==> src/sv/acs_pkg.sv <==
`timescale 1ns / 1ps
// Shared types and constants for the alarm clock set controller.
// Used by the front end, the request queue and the back end; depends on nothing.
package acs_pkg;

  // Bit positions of the pending button mask.
  localparam int BTN_PLUS   = 0;
  localparam int BTN_MINUS  = 1;
  localparam int BTN_SET    = 2;
  localparam int BTN_SNOOZE = 3;

  localparam logic [3:0] DIGIT_BLANK = 4'd10;
  localparam logic [5:0] MIN_LAST    = 6'd59;
  localparam logic [4:0] HRS_LAST_24 = 5'd23;
  localparam logic [4:0] HRS_LAST_12 = 5'd12;
  localparam logic [4:0] HRS_PM_EDGE = 5'd11;
  localparam logic [4:0] HRS_FIRST_12 = 5'd1;

  // One request as classified by the front end.
  typedef struct packed {
    logic [3:0] buttons;
    logic       blink;
    logic [4:0] hours;
    logic [5:0] minutes;
    logic       sec_even;
    logic       pm;
  } item_t;

  // One display and RTC-write result.
  typedef struct packed {
    logic [3:0] digit_hours_tens;
    logic [3:0] digit_hours_units;
    logic [3:0] digit_minutes_tens;
    logic [3:0] digit_minutes_units;
    logic       colon_lit;
    logic       alarm_indicator;
    logic       pm_indicator;
    logic       alarm_armed;
    logic       time_write;
    logic [4:0] write_hours;
    logic [5:0] write_minutes;
    logic       write_pm;
  } result_t;

  // Tens digit of a value below 64, by multiplying with 13/128.
  function automatic logic [2:0] tens_of(input logic [5:0] v);
    logic [9:0] p;
    p = {4'd0, v} * 10'd13;
    return p[9:7];
  endfunction

  function automatic logic [3:0] units_of(input logic [5:0] v);
    logic [5:0] u;
    u = v - ({3'd0, tens_of(v)} * 6'd10);
    return u[3:0];
  endfunction

endpackage

==> src/sv/alarm_clock_set_controller.sv <==
`timescale 1ns / 1ps
// Alarm clock set controller.
// Input channel: in_valid / in_stall carry one request per step: button press
// pulses, the blink phase and an RTC time snapshot. Output channel:
// out_valid / out_stall carry one result per request: four decimal display
// digits (10 is blank), colon, alarm and PM indicators, the alarm enable level
// and a one-result RTC write strobe with the time to write.
// cfg_write_en / cfg_write_data set the 12 or 24 hour format; write it only
// while no request is in flight.
// A request accepted into the two-entry queue is popped from it and its result
// registered in the back end's output register, which raises out_valid; a
// receiver stall can hold it in the queue. One request per cycle is sustained
// while out_stall is low; each is one step of the back end's mode state machine.
// When the receiver stalls, the result register holds and the queue absorbs
// up to two more requests before in_stall rises.
// Reset (rst, synchronous) empties the queue, drops out_valid, selects 12 hour
// format and returns the mode machine to its start step with no alarm stored.
// Depends on acs_pkg, acs_front, acs_queue and acs_back.
module alarm_clock_set_controller
  import acs_pkg::*;
(
  input  logic       clk,
  input  logic       rst,
  input  logic       cfg_write_en,
  input  logic       cfg_write_data,
  input  logic       in_valid,
  output logic       in_stall,
  input  logic       btn_plus,
  input  logic       btn_minus,
  input  logic       btn_set,
  input  logic       btn_snooze,
  input  logic       blink_phase,
  input  logic [4:0] clock_hours,
  input  logic [5:0] clock_minutes,
  input  logic [5:0] clock_seconds,
  input  logic       rtc_pm,
  output logic       out_valid,
  input  logic       out_stall,
  output logic [3:0] digit_hours_tens,
  output logic [3:0] digit_hours_units,
  output logic [3:0] digit_minutes_tens,
  output logic [3:0] digit_minutes_units,
  output logic       colon_lit,
  output logic       alarm_indicator,
  output logic       pm_indicator,
  output logic       alarm_armed,
  output logic       time_write,
  output logic [4:0] write_hours,
  output logic [5:0] write_minutes,
  output logic       write_pm
);

  logic    q_full;
  logic    q_not_empty;
  logic    push;
  logic    pop;
  item_t   push_item;
  item_t   head;
  result_t result;

  acs_front u_front (
    .in_valid      (in_valid),
    .in_stall      (in_stall),
    .btn_plus      (btn_plus),
    .btn_minus     (btn_minus),
    .btn_set       (btn_set),
    .btn_snooze    (btn_snooze),
    .blink_phase   (blink_phase),
    .clock_hours   (clock_hours),
    .clock_minutes (clock_minutes),
    .clock_seconds (clock_seconds),
    .rtc_pm        (rtc_pm),
    .q_full        (q_full),
    .push          (push),
    .push_item     (push_item)
  );

  acs_queue u_queue (
    .clk       (clk),
    .rst       (rst),
    .push      (push),
    .push_item (push_item),
    .pop       (pop),
    .full      (q_full),
    .not_empty (q_not_empty),
    .head      (head)
  );

  acs_back u_back (
    .clk            (clk),
    .rst            (rst),
    .cfg_write_en   (cfg_write_en),
    .cfg_write_data (cfg_write_data),
    .q_not_empty    (q_not_empty),
    .head           (head),
    .pop            (pop),
    .out_valid      (out_valid),
    .out_stall      (out_stall),
    .result         (result)
  );

  assign digit_hours_tens    = result.digit_hours_tens;
  assign digit_hours_units   = result.digit_hours_units;
  assign digit_minutes_tens  = result.digit_minutes_tens;
  assign digit_minutes_units = result.digit_minutes_units;
  assign colon_lit           = result.colon_lit;
  assign alarm_indicator     = result.alarm_indicator;
  assign pm_indicator        = result.pm_indicator;
  assign alarm_armed         = result.alarm_armed;
  assign time_write          = result.time_write;
  assign write_hours         = result.write_hours;
  assign write_minutes       = result.write_minutes;
  assign write_pm            = result.write_pm;

endmodule

==> src/sv/acs_front.sv <==
`timescale 1ns / 1ps
// Front end: takes requests off the input channel and packs them for the queue.
// Depends on acs_pkg.
module acs_front
  import acs_pkg::*;
(
  input  logic       in_valid,
  output logic       in_stall,
  input  logic       btn_plus,
  input  logic       btn_minus,
  input  logic       btn_set,
  input  logic       btn_snooze,
  input  logic       blink_phase,
  input  logic [4:0] clock_hours,
  input  logic [5:0] clock_minutes,
  input  logic [5:0] clock_seconds,
  input  logic       rtc_pm,
  input  logic       q_full,
  output logic       push,
  output item_t      push_item
);

  assign in_stall = q_full;
  assign push     = in_valid && !q_full;

  always_comb begin
    push_item                     = '0;
    push_item.buttons[BTN_PLUS]   = btn_plus;
    push_item.buttons[BTN_MINUS]  = btn_minus;
    push_item.buttons[BTN_SET]    = btn_set;
    push_item.buttons[BTN_SNOOZE] = btn_snooze;
    push_item.blink               = blink_phase;
    push_item.hours               = clock_hours;
    push_item.minutes             = clock_minutes;
    push_item.sec_even            = ~clock_seconds[0];
    push_item.pm                  = rtc_pm;
  end

endmodule

==> src/sv/acs_queue.sv <==
`timescale 1ns / 1ps
// Two-entry request queue between the front end and the back end.
// Depends on acs_pkg.
module acs_queue
  import acs_pkg::*;
(
  input  logic  clk,
  input  logic  rst,
  input  logic  push,
  input  item_t push_item,
  input  logic  pop,
  output logic  full,
  output logic  not_empty,
  output item_t head
);

  localparam int Depth = 2;

  item_t                     mem [Depth];
  logic [$clog2(Depth)-1:0]  wr_ptr;
  logic [$clog2(Depth)-1:0]  rd_ptr;
  logic [$clog2(Depth+1)-1:0] count;

  assign full      = (count == ($clog2(Depth+1))'(Depth));
  assign not_empty = (count != '0);
  assign head      = mem[rd_ptr];

  always_ff @(posedge clk) begin
    if (push) begin
      mem[wr_ptr] <= push_item;
    end
  end

  always_ff @(posedge clk) begin
    if (rst) begin
      wr_ptr <= '0;
      rd_ptr <= '0;
      count  <= '0;
    end else begin
      if (push) begin
        wr_ptr <= wr_ptr + 1'b1;
      end
      if (pop) begin
        rd_ptr <= rd_ptr + 1'b1;
      end
      if (push && !pop) begin
        count <= count + 1'b1;
      end else if (pop && !push) begin
        count <= count - 1'b1;
      end
    end
  end

endmodule

==> src/sv/acs_back.sv <==
`timescale 1ns / 1ps
// Back end: the mode state machine, time and alarm edit registers, digit split
// and the output register. Depends on acs_pkg.
module acs_back
  import acs_pkg::*;
(
  input  logic    clk,
  input  logic    rst,
  input  logic    cfg_write_en,
  input  logic    cfg_write_data,
  input  logic    q_not_empty,
  input  item_t   head,
  output logic    pop,
  output logic    out_valid,
  input  logic    out_stall,
  output result_t result
);

  typedef enum logic [1:0] {
    MODE_START, MODE_IDLE, MODE_SET_MIN, MODE_SET_HRS
  } mode_t;

  typedef enum logic [1:0] {
    ENTRY_NONE, ENTRY_TIME, ENTRY_ALARM
  } entry_t;

  typedef enum logic [1:0] {
    FIELD_NONE, FIELD_MIN, FIELD_HRS
  } field_t;

  logic       hour_format_24;
  mode_t      mode, mode_next;
  logic [3:0] pending, pending_next;
  entry_t     entry, entry_next;
  field_t     field, field_next;
  logic       editing_alarm, editing_alarm_next;
  logic       alarm_enabled, alarm_enabled_next;
  logic       pm_flag, pm_flag_next;
  logic [4:0] edit_hours, edit_hours_next;
  logic [5:0] edit_minutes, edit_minutes_next;
  logic [4:0] alarm_hours, alarm_hours_next;
  logic [5:0] alarm_minutes, alarm_minutes_next;
  logic       alarm_pm, alarm_pm_next;
  logic       write;
  logic       editing;
  logic [4:0] show_hours;
  logic [5:0] show_minutes;
  logic       show_pm;
  logic [2:0] hrs_tens;
  result_t    result_next;

  assign pop = q_not_empty && (!out_valid || !out_stall);

  always_comb begin
    pending_next       = pending | head.buttons;
    mode_next          = mode;
    entry_next         = entry;
    field_next         = field;
    editing_alarm_next = editing_alarm;
    alarm_enabled_next = alarm_enabled;
    pm_flag_next       = pm_flag;
    edit_hours_next    = edit_hours;
    edit_minutes_next  = edit_minutes;
    alarm_hours_next   = alarm_hours;
    alarm_minutes_next = alarm_minutes;
    alarm_pm_next      = alarm_pm;
    write              = 1'b0;

    unique case (mode)
      MODE_START: begin
        mode_next = MODE_IDLE;
      end
      MODE_IDLE: begin
        pm_flag_next = head.pm;
        priority if (pending_next[BTN_SET]) begin
          pending_next[BTN_SET] = 1'b0;
          edit_hours_next       = head.hours;
          edit_minutes_next     = head.minutes;
          entry_next            = ENTRY_TIME;
          mode_next             = MODE_SET_MIN;
        end else if (pending_next[BTN_PLUS] && pending_next[BTN_MINUS]) begin
          pending_next[BTN_PLUS]  = 1'b0;
          pending_next[BTN_MINUS] = 1'b0;
          edit_hours_next         = alarm_hours;
          edit_minutes_next       = alarm_minutes;
          pm_flag_next            = alarm_pm;
          entry_next              = ENTRY_ALARM;
          mode_next               = MODE_SET_MIN;
        end else if (pending_next[BTN_SNOOZE]) begin
          pending_next[BTN_SNOOZE] = 1'b0;
          alarm_enabled_next       = ~alarm_enabled;
        end
      end
      MODE_SET_MIN: begin
        // The step after an edit starts only enters the minutes field.
        priority if (entry != ENTRY_NONE) begin
          editing_alarm_next = (entry == ENTRY_ALARM);
          field_next         = FIELD_MIN;
          entry_next         = ENTRY_NONE;
        end else if (pending_next[BTN_PLUS]) begin
          pending_next[BTN_PLUS] = 1'b0;
          edit_minutes_next = (edit_minutes >= MIN_LAST) ? 6'd0 : edit_minutes + 6'd1;
        end else if (pending_next[BTN_MINUS]) begin
          pending_next[BTN_MINUS] = 1'b0;
          edit_minutes_next = (edit_minutes == 6'd0) ? MIN_LAST : edit_minutes - 6'd1;
        end else if (pending_next[BTN_SET]) begin
          pending_next[BTN_SET] = 1'b0;
          mode_next             = MODE_SET_HRS;
        end
      end
      MODE_SET_HRS: begin
        priority if (field == FIELD_MIN) begin
          field_next = FIELD_HRS;
        end else if (pending_next[BTN_PLUS]) begin
          pending_next[BTN_PLUS] = 1'b0;
          priority if (hour_format_24 && edit_hours >= HRS_LAST_24) begin
            edit_hours_next = 5'd0;
          end else if (!hour_format_24 && edit_hours >= HRS_LAST_12) begin
            edit_hours_next = HRS_FIRST_12;
          end else begin
            if (edit_hours == HRS_PM_EDGE) begin
              pm_flag_next = ~pm_flag;
            end
            edit_hours_next = edit_hours + 5'd1;
          end
        end else if (pending_next[BTN_MINUS]) begin
          pending_next[BTN_MINUS] = 1'b0;
          priority if (hour_format_24 && edit_hours == 5'd0) begin
            edit_hours_next = HRS_LAST_24;
          end else if (!hour_format_24 && edit_hours <= HRS_FIRST_12) begin
            edit_hours_next = HRS_LAST_12;
          end else begin
            if (edit_hours == HRS_LAST_12) begin
              pm_flag_next = ~pm_flag;
            end
            edit_hours_next = edit_hours - 5'd1;
          end
        end else if (pending_next[BTN_SET]) begin
          pending_next[BTN_SET] = 1'b0;
          if (editing_alarm) begin
            alarm_hours_next   = edit_hours;
            alarm_minutes_next = edit_minutes;
            alarm_pm_next      = pm_flag;
            editing_alarm_next = 1'b0;
            alarm_enabled_next = 1'b1;
          end else begin
            write = 1'b1;
          end
          field_next = FIELD_NONE;
          mode_next  = MODE_IDLE;
        end
      end
      default: begin
        mode_next = MODE_IDLE;
      end
    endcase
  end

  // Display values come from the updated state of this step.
  always_comb begin
    editing      = (field_next == FIELD_MIN) || (field_next == FIELD_HRS);
    show_hours   = editing ? edit_hours_next : head.hours;
    show_minutes = editing ? edit_minutes_next : head.minutes;
    show_pm      = editing ? pm_flag_next : head.pm;
    hrs_tens     = tens_of({1'b0, show_hours});

    result_next = '0;
    if (field_next == FIELD_HRS && head.blink) begin
      result_next.digit_hours_tens  = DIGIT_BLANK;
      result_next.digit_hours_units = DIGIT_BLANK;
    end else begin
      // A leading zero on the hours is blanked.
      result_next.digit_hours_tens  = (hrs_tens != 3'd0) ? {1'b0, hrs_tens} : DIGIT_BLANK;
      result_next.digit_hours_units = units_of({1'b0, show_hours});
    end
    if (field_next == FIELD_MIN && head.blink) begin
      result_next.digit_minutes_tens  = DIGIT_BLANK;
      result_next.digit_minutes_units = DIGIT_BLANK;
    end else begin
      result_next.digit_minutes_tens  = {1'b0, tens_of(show_minutes)};
      result_next.digit_minutes_units = units_of(show_minutes);
    end
    result_next.colon_lit       = editing || head.sec_even;
    result_next.alarm_indicator = alarm_enabled_next || editing_alarm_next;
    result_next.pm_indicator    = show_pm;
    result_next.alarm_armed     = alarm_enabled_next;
    result_next.time_write      = write;
    result_next.write_hours     = write ? edit_hours_next : 5'd0;
    result_next.write_minutes   = write ? edit_minutes_next : 6'd0;
    result_next.write_pm        = write && pm_flag_next;
  end

  always_ff @(posedge clk) begin
    if (rst) begin
      hour_format_24 <= 1'b0;
      mode           <= MODE_START;
      pending        <= '0;
      entry          <= ENTRY_NONE;
      field          <= FIELD_NONE;
      editing_alarm  <= 1'b0;
      alarm_enabled  <= 1'b0;
      pm_flag        <= 1'b0;
      edit_hours     <= '0;
      edit_minutes   <= '0;
      alarm_hours    <= '0;
      alarm_minutes  <= '0;
      alarm_pm       <= 1'b0;
      out_valid      <= 1'b0;
    end else begin
      if (cfg_write_en) begin
        hour_format_24 <= cfg_write_data;
      end
      if (pop) begin
        mode          <= mode_next;
        pending       <= pending_next;
        entry         <= entry_next;
        field         <= field_next;
        editing_alarm <= editing_alarm_next;
        alarm_enabled <= alarm_enabled_next;
        pm_flag       <= pm_flag_next;
        edit_hours    <= edit_hours_next;
        edit_minutes  <= edit_minutes_next;
        alarm_hours   <= alarm_hours_next;
        alarm_minutes <= alarm_minutes_next;
        alarm_pm      <= alarm_pm_next;
        out_valid     <= 1'b1;
      end else if (!out_stall) begin
        out_valid <= 1'b0;
      end
    end
  end

  always_ff @(posedge clk) begin
    if (pop) begin
      result <= result_next;
    end
  end

endmodule

==> config.mk <==
export PLATFORM = sky130hd
export DESIGN_NAME = alarm_clock_set_controller
export DESIGN_NICKNAME = d
export VERILOG_FILES = /design/src/sv/acs_pkg.sv /design/src/sv/alarm_clock_set_controller.sv /design/src/sv/acs_front.sv /design/src/sv/acs_queue.sv /design/src/sv/acs_back.sv
export SDC_FILE = /design/constraint.sdc
export NUM_CORES = 1
export LEC_CHECK = 0
export ABC_AREA = 1
export BUFFER_PORTS_ARGS = -buffer_cell sky130_fd_sc_hd__buf_2
export CAP_MARGIN = 30
export CORE_MARGIN = 1
export CORE_UTILIZATION = 60
export DETAILED_ROUTE_END_ITERATION = 16
export PLACE_DENSITY = 0.89
export SLEW_MARGIN = 30
export SYNTH_ARGS = -nofsm -noshare
export SYNTH_HDL_FRONTEND = slang
export SYNTH_SLANG_ARGS = --single-unit
==> constraint.sdc <==
create_clock -name clk -period 5.9 [get_ports clk]
set_input_delay 0.885 -clock clk [delete_from_list [all_inputs] [get_ports clk]]
set_output_delay 0.885 -clock clk [all_outputs]
set_load 0.03 [all_outputs]
Yosys cells after proc, flatten, opt, wreduce, memory -nomap -nowiden
Memories as Yosys holds them, arrays and structs flattened. A register that Yosys moved wholly into a read port is not among the register bits.
Cells that the tools add are included.
{"block": "word_totals", "regBits": 75, "ram_bits": 36, "inputBits": 29, "output_inout_bits": 35, "memories": 1}
{"block": "op_classes", "addsub": 10, "multipliers": 4, "n_lt_le_gt_ge": 4, "eq_ne": 21, "mux": 94, "n_bitwise": 8, "reduce_logical": 34}
{"name": "u_queue.mem", "words": 2, "word_bits": 18, "read_ports": 1, "rd_ports_with_merged_regs": 1, "wr": 1, "line_no": "acs_queue.sv:19", "source": "item_t mem [Depth];"}
{"op": "5-bit 2-to-1 mux", "count": 10}
{"op": "6-bit 2-to-1 mux", "count": 8}
{"op": "2-bit 2-to-1 mux", "count": 22}
{"op": "1-bit 2-to-1 mux", "count": 41}
{"op": "1-bit logical AND", "count": 12}
{"op": "2-bit != test (second input constant)", "count": 6}
{"op": "6-bit case mux with 2 select lines", "count": 1}
{"op": "2-bit == test (second input constant)", "count": 5}
{"op": "5-bit by 4-bit == test with 1-bit output (second input constant)", "count": 2}
{"op": "6-bit by 4-bit multiplier with 10-bit output (second input constant)", "count": 1}
{"op": "5-bit case mux with 2 select lines", "count": 1}
{"op": "10-bit AND reduction", "count": 1}
{"op": "2-bit nonzero test", "count": 5}
{"op": "5-bit by 4-bit multiplier with 9-bit output (second input constant)", "count": 1}
{"op": "3-bit case mux with 3 select lines", "count": 1}
{"op": "8-bit 2-to-1 mux", "count": 1}
{"op": "2-bit by 1-bit != test with 1-bit output (second input constant)", "count": 4}
{"op": "2-bit case mux with 2 select lines", "count": 2}
{"op": "2-bit case mux with 4 select lines", "count": 1}
{"op": "4-bit subtractor", "count": 2}
{"op": "1-bit NOT", "count": 7}
{"op": "7-bit AND reduction", "count": 1}
{"op": "6-bit by 1-bit adder with 6-bit output (second input constant)", "count": 1}
{"op": "2-bit by 1-bit == test with 1-bit output (second input constant)", "count": 3}
{"op": "24 further kinds", "count": 36}

Logic depth before layout (Yosys ltp)
{"block": "depth", "ltp_word": 13, "mapped_depth": 41, "mapped_depth_nobuf": 40}

Modules after synthesis
From an unflattened synthesis, not the netlist that was laid out.
{"block": "hier_totals", "hier_cells": 789, "area_unflattened_um2": 6722.7}
{"module": "acs_back", "instances": 1, "cells_per_inst": 679, "area_per_inst_um2": 4994.8, "seq_area_each_um2": 1721.7}
{"module": "acs_queue", "instances": 1, "cells_per_inst": 89, "area_per_inst_um2": 1579.0, "seq_area_each_um2": 1181.1}
{"module": "acs_front", "instances": 1, "cells_per_inst": 21, "area_per_inst_um2": 148.9, "seq_area_each_um2": 0.0}

Least setup slack after synthesis
OpenSTA, ideal clock, no wires.
{"block": "synth_timing", "path_type": "register to register", "from": "reg with a tool-made name", "to": "reg, netlist name u_back.result[20]", "arrival_time_ns": 5.186, "t_required_ns": 5.640, "path_slack_ns": 0.454, "stages_incl_launch_ff": 40, "path_buffers": 4, "synth_period_minus_slack_ns": 5.446, "path_cell_list": "dfxtp_1 > buf_6 > nand2_1 > o21ai_1 > nor2_2 > buf_4 > nor2_2 > inv_1 > o21ai_0 > a21oi_1 > nor2_1 > inv_1 > ha_1 > clkbuf_1 > inv_1 > buf_1 > o21ai_0 > inv_1 > [... 4 more ...] > nor2_1 > nand2_1 > nand2_2 > nand2_2 > nand2_2 > nand2_1 > nand2_1 > ha_1 > inv_1 > fa_1 > inv_1 > nand3_1 > nand2_1 > inv_1 > nand3_1 > nand2_1 > nand2_1 > nand3_1"}

==> results.json <==
{
  "status": "completed",
  "path_buf_inv": 10,
  "die_y_microns": 107,
  "synth_common_cells": "179 x nand2_1, 116 x inv_1, 68 x edfxtp_1, 68 x o21ai_0, 65 x a21oi_1",
  "synth_top_area_frac": 0.310,
  "max-cap-violations": 0,
  "finalCritPeriodShare": 0.946,
  "cts_tree": "built",
  "grt.total_usage": 0.287,
  "max_stage_delay_ns": 0.49,
  "setup_slack_ns": 0.317,
  "async_flop_share": 0,
  "ys_warn_count": 0,
  "vias": 5661,
  "grt_pass1_vias": 5367,
  "hold_viol": 0,
  "cp_max_fo": 9,
  "drc": 0,
  "antenna_found_initial": 0,
  "cts_sinks": 111,
  "setup_viol": 0,
  "cp_top_family": "adder cells",
  "synth_edf_count": 68,
  "die_w_microns": 107,
  "min_path_type": "reg -> reg",
  "floorplan.die_area_sq_mm": 0.0114,
  "final_nets": 939,
  "synth-seq-area-share": 0.441,
  "syn_inst": 807,
  "io_buffers": 57,
  "dp_slack_ns": -0.103,
  "maxSlewHeadroom": 0.355,
  "r2r_slack_ns": 0.32,
  "cp_data_required_time_ns": 6.05,
  "synthFlopType": "edfxtp_1",
  "slowest_stage": "fa_1",
  "ys_types": 46,
  "ys_ff_latch": 111,
  "post_cts_buffers": 0,
  "num_antenna_cells": 0,
  "synth_top_area_cell": "edfxtp_1",
  "finalInstanceArea_sq_mm": 0.00721,
  "vias_per_cell": 5.64,
  "grt_max_degree": 56,
  "placed_area_sq_mm": 0.00699,
  "dpl.hpwl_microns": 11400,
  "num_rows": 37,
  "ioPinCount": 64,
  "cp-start-kind": "flip-flop",
  "yosysMostFrequentCell": "nand2_1",
  "grt_remaining_overflow": 0,
  "wirelength_microns": 15400,
  "fin_skew_ns": 0.0232,
  "synth_nets": 884,
  "finalCriticalPeriod_ns": 5.58,
  "cp_data_arrival_time_ns": 5.73,
  "grt_pass1_wl_microns": 25300,
  "core-area_sq_mm": 0.0105,
  "wl_per_cell_microns": 15.4,
  "syn_to_final_growth_pct": 9.46,
  "final-max-slew-violation-count": 0,
  "cts_buffers": 9,
  "avgSynthCellArea_sq_um": 8.16,
  "crit_path_end_kind": "flip-flop",
  "placedCellCount": 987,
  "initial_core_util": 0.630,
  "clk_pin_slew_worst_paths_ns": 0.12,
  "gp_congestion": 0.944,
  "cts_max_level": 3,
  "ys_top_cells_by_area": "edfxtp_1 31%, dfxtp_1 13%, nand2_1 10%",
  "holdBufCountCts": 0,
  "drive_gt1_frac": 0.145,
  "drt-pass1-iter-count": 5,
  "ant_nets": 0,
  "instances_no_fill": 1003,
  "insertion_delay_ns": 0.39,
  "drt-initial-drc-count": 502,
  "syn_area_sq_mm": 0.00659,
  "worstSetupPathType": "reg -> reg",
  "cts_buffer_depth": 2,
  "worstMarginPinSlew_ns": 0.967,
  "root_buffer": "clkbuf_8",
  "fmax_mhz": 179
}
==> cells in the final DEF (no fill, tap or decap), types with 4 or more instances in the layout <==
cell type / n
nor2_1: 54
edfxtp_1: 68
fa_1: 5
buf_2: 57
inv_1: 114
xor2_1: 5
o211ai_1: 12
o21ai_1: 7
nor3_1: 4
buf_4: 13
nand2_1: 178
a211oi_1: 6
nand3_1: 45
ha_1: 43
dfxtp_1: 42
o21ai_0: 64
nand2_2: 13
a31oi_1: 4
nand4_1: 4
o21a_1: 4
inv_2: 7
clkbuf_8: 10
mux2i_1: 5
a21oi_1: 64
==> worst register-to-register path, delay by kind of cell (launching register included) <==
kind,cells,cell delay [ns]
compound gates,2,0.27
flops,1,0.42
fa+ha+maj,6,1.94
buf+inv,10,0.81
simple gates,21,1.93
==> through the flow <==
step	hold WS [ns]	util	setup TNS [ns]
after CTS	0.468	0.687	0
after detailed placement	0.447	0.668	-0.103
after floorplan	0.426	-	0
after global routing	0.492	0.689	-0.00109
after global placement	0.434	0.668	0
final	0.475	0.689	0
==> flip-flops by register name, indices dropped and copies added (netlist names), 4 cells and up, named ones only <==
signal / cells
u_queue.mem: 36
u_back.result: 32
u_back.alarm_minutes: 6
u_back.edit_minutes: 6
u_back.alarm_hours: 5
u_back.edit_hours: 5
u_back.pending: 4
==> path summary, 6_finish.rpt <==
| check | start | depth (start not counted) | endpoint |
|---|---|---|---|
| min | u_queue.rd_ptr | 1 | flip-flop |
| max | flip-flop | 39 | u_back.result[20] |
| min reg2reg | u_queue.rd_ptr | 1 | flip-flop |
| max reg2reg | flip-flop | 39 | u_back.result[20] |
==> repair_timing <==
item | 4_1_cts | 5_1_grt
gates cloned | 0 | 0
endpoints found under the setup margin | 2 | 3
resized for setup | 4 | 8
==> layout make-up <==
cell class                      count  area, sq um
Fill cell                         865         3250
Tap cell                          136          170
Timing Repair Buffer               70          383
Sequential cell                   111         2910
Inverter                          124          469
Clock buffer                       10          138
Clock inverter                      6         57.6
Multi-Input combinational cell    546         3090
==> logic make-up (layout without fill, tap and decap cells) <==
kind of cell	count (synthesis)	count (layout)	synth area share
multiplexers	5	5	0.00760
AO/OA/AOI/OAI	169	169	0.140
XOR/XNOR	8	8	0.0118
AND/OR/NAND/NOR	315	315	0.209
other	1	1	0.000569
adder cells (fa/ha/maj)	48	48	0.0969
buffers and inverters	150	210	0.0935
flip-flops	111	111	0.441
==> metal layers <==
layer | vias to the layer above | wire [microns] | global-route usage
li1 | 2777 | - | -
met1 | 2574 | 6530 | 0.369
met2 | 254 | 7050 | 0.461
met3 | 56 | 1170 | 0.0529
met4 | 0 | 656 | 0.153
met5 | - | 0 | 0
Power is left out: the tool's default activity adds up to more than one toggle a clock period on the data nets, which glitch-free logic cannot reach.
